==> src/hw/rtl/recent_event_window_counter_assert.svh <==
// assertion macros shared by the recent event window counter rtl
// expects clk and arst_n in the scope of the module that uses them
`ifndef RECENT_EVENT_WINDOW_COUNTER_ASSERT_SVH
`define RECENT_EVENT_WINDOW_COUNTER_ASSERT_SVH

// antecedent implies consequent in the same cycle
`define REWC_ASSERT_NOW(label, ante, cons) \
	label: assert property (@(posedge clk) disable iff (!arst_n) (ante) |-> (cons)) \
		else $error("assertion failed: same-cycle implication");

// antecedent implies consequent in the next cycle
`define REWC_ASSERT_NEXT(label, ante, cons) \
	label: assert property (@(posedge clk) disable iff (!arst_n) (ante) |=> (cons)) \
		else $error("assertion failed: next-cycle implication");

`endif

==> src/hw/rtl/rewc_pkg.sv <==
// shared types and constants for the recent event window counter
// no dependencies
`default_nettype none

package rewc_pkg;

	localparam int TIME_W         = 31;
	localparam int RCOUNT_W       = 7;
	localparam int DEPTH_DEFAULT  = 64;
	localparam logic [TIME_W-1:0] WINDOW_RESET = 31'd3000;

	typedef struct packed {
		logic [RCOUNT_W-1:0] recent_count;
		logic                count_saturated;
	} rewc_res_t;

endpackage

`default_nettype wire

==> src/hw/rtl/rewc_core.sv <==
// history ring memory and backward walk over stored timestamps
// depends on rewc_pkg and recent_event_window_counter_assert.svh
`default_nettype none

`include "recent_event_window_counter_assert.svh"

module rewc_core
	import rewc_pkg::*;
#(
	parameter int HISTORY_DEPTH = DEPTH_DEFAULT
) (
	input  wire logic              clk,
	input  wire logic              arst_n,
	input  wire logic              start,
	input  wire logic [TIME_W-1:0] time_in,
	input  wire logic [TIME_W-1:0] window,
	output logic                   idle,
	output logic                   res_valid,
	input  wire logic              res_ready,
	output rewc_res_t              res
);

	localparam int PW = (HISTORY_DEPTH > 1) ? $clog2(HISTORY_DEPTH) : 1;
	localparam int CW = $clog2(HISTORY_DEPTH + 1);
	localparam logic [PW-1:0] LAST_SLOT = PW'(HISTORY_DEPTH - 1);
	localparam logic [CW-1:0] FULL_CNT  = CW'(HISTORY_DEPTH);
	localparam logic [CW-1:0] ONE_CNT   = CW'(1);

	typedef enum logic [1:0] {ST_IDLE, ST_WALK, ST_DONE} state_t;

	state_t              state_q;
	logic [TIME_W-1:0]   mem [HISTORY_DEPTH];
	logic [PW-1:0]       newest_q;
	logic [CW-1:0]       stored_q;
	logic [CW-1:0]       issue_left_q;
	logic [CW-1:0]       count_q;
	logic [PW-1:0]       rd_ptr_q;
	logic [TIME_W-1:0]   time_q;
	logic                pend_s1;
	logic                last_s1;
	logic [TIME_W-1:0]   rd_data_s1;

	logic [PW-1:0]       next_slot;
	logic [CW-1:0]       stored_nx;
	logic [PW-1:0]       rd_addr;
	logic                issue;
	logic [TIME_W:0]     age;
	logic                in_win;
	logic                walk_done;
	logic [31:0]         count_ext;

	assign next_slot = (newest_q == LAST_SLOT) ? '0 : newest_q + PW'(1);
	assign stored_nx = (stored_q == FULL_CNT) ? stored_q : stored_q + ONE_CNT;
	assign rd_addr   = (rd_ptr_q == '0) ? LAST_SLOT : rd_ptr_q - PW'(1);

	// signed age, new minus stored
	assign age       = {1'b0, time_q} - {1'b0, rd_data_s1};
	assign in_win    = $signed(age) <= $signed({1'b0, window});
	assign walk_done = pend_s1 && (!in_win || last_s1);
	assign issue     = (state_q == ST_WALK) && (issue_left_q != '0) && !walk_done;

	assign idle      = (state_q == ST_IDLE);
	assign res_valid = (state_q == ST_DONE);
	assign count_ext = 32'(count_q);
	assign res.recent_count    = count_ext[RCOUNT_W-1:0];
	assign res.count_saturated = (count_q == FULL_CNT);

	always_ff @(posedge clk) begin
		if (start) begin
			mem[next_slot] <= time_in;
		end
		if (issue) begin
			rd_data_s1 <= mem[rd_addr];
			last_s1    <= (issue_left_q == ONE_CNT);
		end
	end

	always_ff @(posedge clk or negedge arst_n) begin
		if (!arst_n) begin
			state_q      <= ST_IDLE;
			newest_q     <= '0;
			stored_q     <= '0;
			issue_left_q <= '0;
			count_q      <= '0;
			rd_ptr_q     <= '0;
			time_q       <= '0;
			pend_s1      <= 1'b0;
		end else begin
			case (state_q)
				ST_IDLE: begin
					pend_s1 <= 1'b0;
					if (start) begin
						newest_q     <= next_slot;
						stored_q     <= stored_nx;
						issue_left_q <= stored_nx - ONE_CNT;
						rd_ptr_q     <= next_slot;
						count_q      <= ONE_CNT;
						time_q       <= time_in;
						state_q      <= (stored_nx == ONE_CNT) ? ST_DONE : ST_WALK;
					end
				end
				ST_WALK: begin
					pend_s1 <= issue;
					if (issue) begin
						rd_ptr_q     <= rd_addr;
						issue_left_q <= issue_left_q - ONE_CNT;
					end
					if (pend_s1 && in_win) begin
						count_q <= count_q + ONE_CNT;
					end
					if (walk_done) begin
						state_q <= ST_DONE;
					end
				end
				ST_DONE: begin
					pend_s1 <= 1'b0;
					if (res_ready) begin
						state_q <= ST_IDLE;
					end
				end
				default: begin
					state_q <= ST_IDLE;
					pend_s1 <= 1'b0;
				end
			endcase
		end
	end

	`REWC_ASSERT_NOW(a_start_when_idle, start, state_q == ST_IDLE)
	`REWC_ASSERT_NOW(a_count_bounded, state_q != ST_IDLE, count_q <= stored_q)
	`REWC_ASSERT_NOW(a_read_only_in_walk, pend_s1, state_q == ST_WALK)
	`REWC_ASSERT_NOW(a_sat_needs_full, res_valid && res.count_saturated, stored_q == FULL_CNT)
	`REWC_ASSERT_NEXT(a_walk_ends_done, (state_q == ST_WALK) && walk_done, state_q == ST_DONE)

endmodule

`default_nettype wire

==> src/hw/rtl/recent_event_window_counter.sv <==
// channel        dir  width  contents
// s_axis         in   32     time_stamp [30:0]
// m_axis         out  8      recent_count [6:0], count_saturated [7]
// cfg            in   32     window_length [30:0]
// an event walks back over the older entries in the history, and the walk reads
// the history memory one entry per cycle
// a new event is taken once the walk result has moved to the output register,
// so a full output register held by m_axis_tready stalls s_axis_tready
// asynchronous reset empties the history and sets window_length to 3000
// top level with the window register and output register, depends on rewc_pkg and rewc_core
`default_nettype none

module recent_event_window_counter
	import rewc_pkg::*;
#(
	parameter int HISTORY_DEPTH = DEPTH_DEFAULT
) (
	input  wire logic        clk,
	input  wire logic        arst_n,
	input  wire logic        s_axis_tvalid,
	output logic             s_axis_tready,
	input  wire logic [31:0] s_axis_tdata,   // time_stamp [30:0], zero pad
	output logic             m_axis_tvalid,
	input  wire logic        m_axis_tready,
	output logic [7:0]       m_axis_tdata,   // recent_count [6:0], count_saturated [7]
	input  wire logic        cfg_valid,
	output logic             cfg_ready,
	input  wire logic [31:0] cfg_data        // window_length [30:0], zero pad
);

	logic [TIME_W-1:0] window_q;
	logic              core_idle;
	logic              res_valid;
	logic              res_ready;
	rewc_res_t         res;
	rewc_res_t         out_q;
	logic              out_valid_q;

	assign cfg_ready     = 1'b1;
	assign s_axis_tready = core_idle;
	assign res_ready     = !out_valid_q || m_axis_tready;
	assign m_axis_tvalid = out_valid_q;
	assign m_axis_tdata  = {out_q.count_saturated, out_q.recent_count};

	rewc_core #(
		.HISTORY_DEPTH(HISTORY_DEPTH)
	) u_core (
		.clk      (clk),
		.arst_n   (arst_n),
		.start    (s_axis_tvalid && s_axis_tready),
		.time_in  (s_axis_tdata[TIME_W-1:0]),
		.window   (window_q),
		.idle     (core_idle),
		.res_valid(res_valid),
		.res_ready(res_ready),
		.res      (res)
	);

	always_ff @(posedge clk or negedge arst_n) begin
		if (!arst_n) begin
			window_q    <= WINDOW_RESET;
			out_valid_q <= 1'b0;
		end else begin
			if (cfg_valid && cfg_ready) begin
				window_q <= cfg_data[TIME_W-1:0];
			end
			if (res_ready) begin
				out_valid_q <= res_valid;
			end
		end
	end

	always_ff @(posedge clk) begin
		if (res_ready && res_valid) begin
			out_q <= res;
		end
	end

endmodule

`default_nettype wire
==> config.mk <==
export PLATFORM = sky130hd
export DESIGN_NAME = recent_event_window_counter
export DESIGN_NICKNAME = d
export VERILOG_FILES = /design/src/hw/rtl/rewc_pkg.sv /design/src/hw/rtl/rewc_core.sv /design/src/hw/rtl/recent_event_window_counter.sv
export VERILOG_INCLUDE_DIRS = /design/src /design/src/hw/rtl
export SDC_FILE = /design/constraint.sdc
export NUM_CORES = 2
export LEC_CHECK = 0
export BUFFER_PORTS_ARGS = -buffer_cell sky130_fd_sc_hd__buf_2
export CORE_ASPECT_RATIO = 0.6
export CORE_MARGIN = 5
export CORE_UTILIZATION = 57
export DETAILED_ROUTE_END_ITERATION = 10
export PLACE_DENSITY = 0.73
export SYNTH_ARGS = -nofsm -noshare
export SYNTH_HDL_FRONTEND = slang
export SYNTH_HIERARCHICAL = 1
export SYNTH_SLANG_ARGS = --single-unit
==> constraint.sdc <==
create_clock -name clk -period 4.7 [get_ports clk]
set_input_delay 0.47 -clock clk [delete_from_list [all_inputs] [get_ports clk]]
set_output_delay 0.47 -clock clk [all_outputs]
set_load 0.02 [all_outputs]
; Word level (Yosys, flattened, before mapping)
; Memory sizes are Yosys's and may differ from the RTL's. A register that Yosys moved wholly into a read port is not among the register bits.
; Cells that the tools add are included.
[totals]
reg_bits = 108
ram_bits = 1984
inputBits = 69
output_inout_bits = 11
wordCells = 73
mem_count = 1
[mem_list]
columns = name, words, width, read_ports, rd_ports_with_merged_regs, wr, line
row1 = u_core.mem, 64, 31, 1, 1, 1, rewc_core.sv:32  ; logic [TIME_W-1:0] mem [HISTORY_DEPTH];
[classes]
addsub = 7
order_cmp = 1
eq_ne = 12
muxes = 20
reduce_logical = 19
[ops]
columns = op, n
row1 = $mux W7, 5
row2 = $le A32 B32 Y1, 1
row3 = $sub A31 B31 Y32, 1
row4 = $pmux W7 S2, 2
row5 = $mux W6, 4
row6 = $add A7 B1 Y7 const B, 2
row7 = $eq A7 B1 Y1 const B, 2
row8 = $eq A7 B7 Y1 const B, 2
row9 = $sub A7 B1 Y7 const B, 2
row10 = $pmux W6 S2, 1
row11 = $reduce_and A3 Y1, 3
row12 = $mux W2, 4
row13 = $ne A2 B1 Y1 const B, 4
row14 = $reduce_bool A7 Y1, 1
row15 = $add A6 B1 Y6 const B, 1
row16 = $eq A6 B6 Y1 const B, 1
row17 = $logic_and A1 B1 Y1, 6
row18 = $logic_not A6 Y1, 1
row19 = $pmux W2 S3, 1
row20 = $sub A6 B1 Y6 const B, 1
row21 = $logic_not A1 Y1, 3
row22 = $mux W1, 3
row23 = $eq A2 B1 Y1 const B, 1
row24 = $eq A2 B2 Y1 const B, 1
row25 = other kinds (5), 6

; Logic depth before layout (Yosys ltp)
[logic_depth]
word_depth = 9
depth_mapped = 23
depth_no_buf = 23

; Modules after synthesis
; The synthesis kept the hierarchy.
[by_module_without_submodules]
columns = module, n_inst, cells_each, area_per_inst_um2, seq_area_each_um2
row1 = rewc_core, 1, 3759, 82231.4, 62214.7
row2 = recent_event_window_counter, 1, 80, 1468.9, 1049.8

; Least setup slack after synthesis
; Ideal clock, no wire load.
[synth_path]
kind = flip-flop to flip-flop
from = register u_core.time_q[2]
to = register u_core.last_s1 (enable)
setup_time_ns = 0.387
arrival_time_ns = 4.389
required_ns = 4.313
slack_ns = -0.076
path_stages_with_launch = 20
path_buffers = 0
period_less_slack_ns = 4.776
path_cell_list = dfrtp_1 -> ha_1 -> nor2b_1 -> o31a_1 -> o2111ai_1 -> a21oi_1 -> a311o_1 -> a21o_1 -> a21o_1 -> a21oi_1 -> xnor2_1 -> ha_1 -> and4_1 -> nand3_1 -> nor3_1 -> a31oi_1 -> and2_1 -> o2111ai_2 -> nand3_1 -> inv_1
[synth_via]
elab_chain_cells = 7
[synth_rtl]
columns = element, line
row1 = start: declaration, rewc_core.sv:38  ; logic [TIME_W-1:0] time_q;
row2 = start signal: assignment, rewc_core.sv:98  ; time_q <= time_in;
row3 = $sub A31 B31 Y32, rewc_core.sv:57  ; assign age = {1'b0, time_q} - {1'b0, rd_data_s1};
row4 = $le A32 B32 Y1, rewc_core.sv:58  ; assign in_win = $signed(age) <= $signed({1'b0, window});
row5 = $logic_not A1 Y1, rewc_core.sv:59  ; assign walk_done = pend_s1 && (!in_win || last_s1);
row6 = $logic_or A1 B1 Y1, rewc_core.sv:59
row7 = $logic_and A1 B1 Y1, rewc_core.sv:59
row8 = $logic_not A1 Y1, rewc_core.sv:60  ; assign issue = (state_q == ST_WALK) && (issue_left_q != '0) && !walk_done;
row9 = $logic_and A1 B1 Y1, rewc_core.sv:60
row10 = end signal: assignment, rewc_core.sv:74  ; last_s1 <= (issue_left_q == ONE_CNT);
row11 = end: declaration, rewc_core.sv:40  ; logic last_s1;
; Every way passes these cells.
; A chain may end at the register's enable or synchronous reset.

; Worst setup path in the final report
[layout_path]
from = register u_core.time_q[0]
to = register u_core.rd_data_s1[27], read port of u_core.mem (enable)
[layout_via]
elab_chain_cells = 7
[layout_rtl]
columns = element, line
row1 = $sub A31 B31 Y32, rewc_core.sv:57
row2 = $le A32 B32 Y1, rewc_core.sv:58
row3 = $logic_not A1 Y1, rewc_core.sv:59
row4 = $logic_or A1 B1 Y1, rewc_core.sv:59
row5 = $logic_and A1 B1 Y1, rewc_core.sv:59
row6 = $logic_not A1 Y1, rewc_core.sv:60
row7 = $logic_and A1 B1 Y1, rewc_core.sv:60
row8 = end: declaration, rewc_core.sv:41  ; logic [TIME_W-1:0] rd_data_s1;
; Every way passes these cells.

==> results.txt <==
The total routing resource utilization after global routing is 0.273. The flow ran to the end, but the final reports show violations. In the final routed layout, each cell accounts on average for 34.0 um. In the synthesized netlist the dominant register cell turns out to be sky130_fd_sc_hd__edfxtp_1.

The source-to-sink clock delay at the later pin of the worst-skew pair came out at 0.80 ns. The share of async-settable or async-resettable flops after synthesis came out at 0.0466. In this run, placement finished with an instance count of 5,849. The H-tree level count came out at 4.

The highest clock rate is 0.213 GHz. For this design the ratio of total power to cell area is 670 nW/um2. Headroom to the max-slew limit came out at 0.132. The multiplexer share of the synthesized area is 0.173. After synthesis, the largest family of logic cells by area is multiplexers. The area growth from synthesis to layout is 12.8%. The combined area of all synthesized cells came out at 83,700 um2. The final critical path time including I/O delays and setup is 4.70 ns. After floorplanning, the core was divided into 108 placement rows. The worst setup path is launched from a flip-flop. The maximum number of pins on one net before global-route repair came out at 86. Setup repair after global routing could not meet its margin everywhere. The number of enable flip-flop cells after synthesis came out at 2,024. The maximum buffer depth of the clock tree came out at 3. The instance count of the mapped netlist came out at 3,839. The max capacitance violation total is 0.

In this run the worst setup path begins at u_core/time_q[0]. The share of the synthesized area in compound gates (AO/OA/AOI/OAI) was 0.0186. The final estimated routing congestion in global placement is 0.896. The global-route congestion overflow total came out at 0. The number of antenna-violating nets in the routed design came out at 0. The via density per instance is 6.80. The core region is 145,000 um2. The total detailed-routing wirelength came out at 211 mm.

Counting flops and latches in the post-synthesis netlist gives 2,123. The element type at the critical path end is a flip-flop. Yosys instantiated no cell more often than sky130_fd_sc_hd__edfxtp_1. The number of global-route vias before repair is 41,400. The least setup slack across all paths after layout is -0.00319 ns. The post-route DRC violation count is 0. The die footprint came out at 155,000 um2.

The first global-routing pass estimated 302 mm of wire. The largest total area in the synthesized netlist belongs to sky130_fd_sc_hd__edfxtp_1. The simple-gate portion of the synthesized area is 0.0219. The total count of max-transition violations in the final report is 0.

The startpoint identified for the worst hold timing path is s_axis_tdata[2]. TritonCTS built the clock tree. The net count of the mapped netlist is 3,981. At the end of the flow, the number of nets in the layout was 4,288.

The mean post-synth cell area came out at 21.8 um2. The number of sinks driven by the clock tree came out at 2,123. The post-detailed-placement half-perimeter wirelength is 118 mm.

Port buffering added 76 buffers. STA puts the critical path data arrival time at 5.20 ns. The initial antenna violation count came out at 11.

The number of DRC violations after detailed-routing iteration 0 is 6,651. The initial core utilization is 0.576. The worst hold margin is 0.331 ns. At the pin with the least slew margin, the transition time is 1.29 ns. Setup violations remaining at the end of the flow were counted as 7. The number of detailed-route iterations in the first pass is 7.

The vertical die dimension is 307 um. The final critical-path share of the clock period is 1.00. The final count of hold timing violations is 0. The finished layout holds 6,210 standard cells, fillers aside. Of the total synthesized cell area, the portion taken by full adders, half adders and majority gates is 0.0110. The fraction of layout instances using a drive strength above 1 is 0.304. The count of yosys warnings during synthesis came out at 6.

The checks that failed: setup timing. The number of top-level pins came out at 80. The clock-pin slew on the worst setup and hold paths is 0.07 ns. The setup path with the least slack is of type flip-flop to flip-flop.

Overall power consumption after layout is estimated at 0.0632 W. Clock tree synthesis selected as its root buffer the cell sky130_fd_sc_hd__clkbuf_16. The proportion of netlist area held by the largest area contributor is 0.726.

The routed layout has 42,200 vias. The die width is 505 um. The portion of the post-synthesis area used by sequential elements is 0.756. On the final layout, the worst clock skew is 0.0276 ns. By count the netlist is led by sky130_fd_sc_hd__edfxtp_1 (2,024), sky130_fd_sc_hd__mux4_2 (617), sky130_fd_sc_hd__nand2_1 (179), sky130_fd_sc_hd__nor2_1 (126), sky130_fd_sc_hd__clkbuf_1 (108). In this run the worst path has a maximum fanout of 8. For the worst setup path, the data required time is 5.20 ns.

Across the VDD grid, the largest voltage drop is 0.913 mV. The worst register-to-register path begins at u_core/time_q[0]. The leakage power total came out at 30.6 nW. The xor/xnor cell area share of the yosys netlist came out at 0.00534.

The synthesized netlist contains 70 unique library cells. In this run the worst hold path is classified as primary input to flip-flop. Ranked by total cell area, the synthesized netlist is headed by sky130_fd_sc_hd__edfxtp_1 (73%), sky130_fd_sc_hd__mux4_2 (17%), sky130_fd_sc_hd__dfrtp_1 (2.8%), sky130_fd_sc_hd__ha_1 (1.1%), sky130_fd_sc_hd__nand2_1 (0.80%). The number of buffers created by CTS came out at 173.
==> layout make-up <==
| type | count | area [um2] |
|---|---|---|
| tap | 1925 | 2410 |
| antenna | 4 | 10.0 |
| clock inverter | 100 | 965 |
| multi-input combinational | 1449 | 20100 |
| clock buffer | 210 | 4490 |
| timing repair buffer | 315 | 2870 |
| inverter | 84 | 319 |
| fill | 9124 | 50900 |
| sequential | 2123 | 63300 |
==> per-stage QoR <==
| step | setup WS (ns) | instance area (um2) | util | setup TNS (ns) |
|---|---|---|---|---|
| floorplan | 0.0888 | 83700 | - | 0 |
| global placement | -0.197 | 88200 | 0.607 | -8.00 |
| detailed placement | -0.302 | 88200 | 0.607 | -11.39 |
| CTS | 0.00442 | 94100 | 0.648 | 0 |
| global route | -0.196 | 94400 | 0.650 | -7.68 |
| finish | -0.00319 | 94400 | 0.650 | -0.0156 |
==> worst max-delay path: stages (launching register included) <==
cell                         delay [ns]
sky130_fd_sc_hd__dfrtp_1           0.37
sky130_fd_sc_hd__inv_2             0.08
sky130_fd_sc_hd__ha_4              0.14
sky130_fd_sc_hd__fa_2              0.21
sky130_fd_sc_hd__nor2b_2           0.06
sky130_fd_sc_hd__o31a_1            0.28
sky130_fd_sc_hd__o2111ai_2         0.23
sky130_fd_sc_hd__a21oi_2           0.10
sky130_fd_sc_hd__a311o_1           0.36
sky130_fd_sc_hd__buf_4             0.17
sky130_fd_sc_hd__a221o_1           0.33
sky130_fd_sc_hd__a21o_1            0.20
sky130_fd_sc_hd__a21oi_2           0.16
sky130_fd_sc_hd__xnor2_1           0.08
sky130_fd_sc_hd__ha_1              0.29
sky130_fd_sc_hd__nand3_1           0.11
sky130_fd_sc_hd__nor3_2            0.17
sky130_fd_sc_hd__a31oi_2           0.14
sky130_fd_sc_hd__and2_4            0.19
sky130_fd_sc_hd__o2111ai_4         0.11
sky130_fd_sc_hd__nand3_4           0.15
sky130_fd_sc_hd__clkinvlp_4        0.14
sky130_fd_sc_hd__buf_6             0.15
sky130_fd_sc_hd__clkbuf_16         0.16
==> per-layer routing <==
layer	wire length (um)	track usage	up-vias
li1	-	-	16600
met1	83100	0.427	22200
met2	93300	0.392	3048
met3	29500	0.0694	339
met4	5210	0.0740	6
met5	43	0	-
==> state kept, by name, summed over array words and instances, names as in the netlist <==
| signal | cells |
|---|---|
| u_core/mem | 1984 |
| m_axis_tdata | 8 |
| u_core/newest_q | 6 |
| u_core/rd_data_s1 | 31 |
| m_axis_tvalid | 1 |
| u_core/issue_left_q | 7 |
| u_core/stored_q | 7 |
| u_core/count_q | 7 |
| u_core/rd_ptr_q | 6 |
| u_core/state_q | 2 |
| u_core/time_q | 31 |
| u_core/last_s1 | 1 |
| window_q | 31 |
| u_core/pend_s1 | 1 |
==> cell usage in the layout, fill, tap and decap left out, types with 8 or more instances in the layout <==
master                          instances
sky130_fd_sc_hd__o211ai_1               8
sky130_fd_sc_hd__mux2i_1               24
sky130_fd_sc_hd__mux2_2                31
sky130_fd_sc_hd__nor2_1                56
sky130_fd_sc_hd__nor2_4                68
sky130_fd_sc_hd__clkinv_2              26
sky130_fd_sc_hd__clkbuf_1              36
sky130_fd_sc_hd__clkinv_1              39
sky130_fd_sc_hd__nand2_1              174
sky130_fd_sc_hd__a21oi_1               47
sky130_fd_sc_hd__edfxtp_1            2024
sky130_fd_sc_hd__nand3_1               33
sky130_fd_sc_hd__buf_12                42
sky130_fd_sc_hd__dlygate4sd3_1         34
sky130_fd_sc_hd__mux4_2               617
sky130_fd_sc_hd__clkbuf_16            176
sky130_fd_sc_hd__bufinv_16             15
sky130_fd_sc_hd__xor2_1                18
sky130_fd_sc_hd__buf_6                  8
sky130_fd_sc_hd__buf_4                153
sky130_fd_sc_hd__and3_1                 8
sky130_fd_sc_hd__a22oi_1               43
sky130_fd_sc_hd__clkinvlp_4             8
sky130_fd_sc_hd__xnor2_1               31
sky130_fd_sc_hd__buf_2                 75
sky130_fd_sc_hd__nor3_1                12
sky130_fd_sc_hd__dfrtp_1               92
sky130_fd_sc_hd__a21o_1                15
sky130_fd_sc_hd__inv_1                 81
sky130_fd_sc_hd__o21ai_0               31
sky130_fd_sc_hd__ha_1                  68
sky130_fd_sc_hd__nand4_1                8
sky130_fd_sc_hd__or3_1                 10
==> cells by family (layout without fill, tap and decap cells) <==
| logic type | Yosys count | count (layout) |
|---|---|---|
| flops | 2123 | 2123 |
| buf+inv | 267 | 709 |
| xor+xnor | 51 | 51 |
| other cells | 1 | 5 |
| mux | 672 | 672 |
| simple gates | 422 | 422 |
| fa+ha+maj | 73 | 73 |
| compound gates | 230 | 230 |
==> repair_timing <==
| item | 4_1_cts | 5_1_grt |
|---|---|---|
| setup buffers | 3 | 6 |
| pin swaps | 7 | 11 |
| endpoints found under the setup margin | 52 | 51 |
| endpoints found under the hold margin | 98 | 0 |
| hold buffers | 34 | 0 |
| resized for setup | 17 | 44 |
| gates cloned | 2 | 2 |
==> report_power, final <==
group          internal (W)  leakage (nW)  switching (W)  total (W)
clock               0.00767          2.65        0.00663     0.0143
sequential           0.0218          19.4       0.000460     0.0223
combinational        0.0122          8.50         0.0145     0.0267
==> path summary, 6_finish.rpt <==
kind / endpoint / slack, ns / depth (start not counted)
min: u_core/time_q[2] / 0.33 / 4
max: u_core/rd_data_s1[27] / -0.003 / 23
min reg2reg: u_core/time_q[13] / 0.49 / 2
max reg2reg: u_core/rd_data_s1[27] / -0.003 / 23
max in group asynchronous: window_q[3] / 3.26 / 3
min in group asynchronous: u_core/count_q[0] / 0.34 / 2
Note: power is estimated with default switching activity, not from simulation.
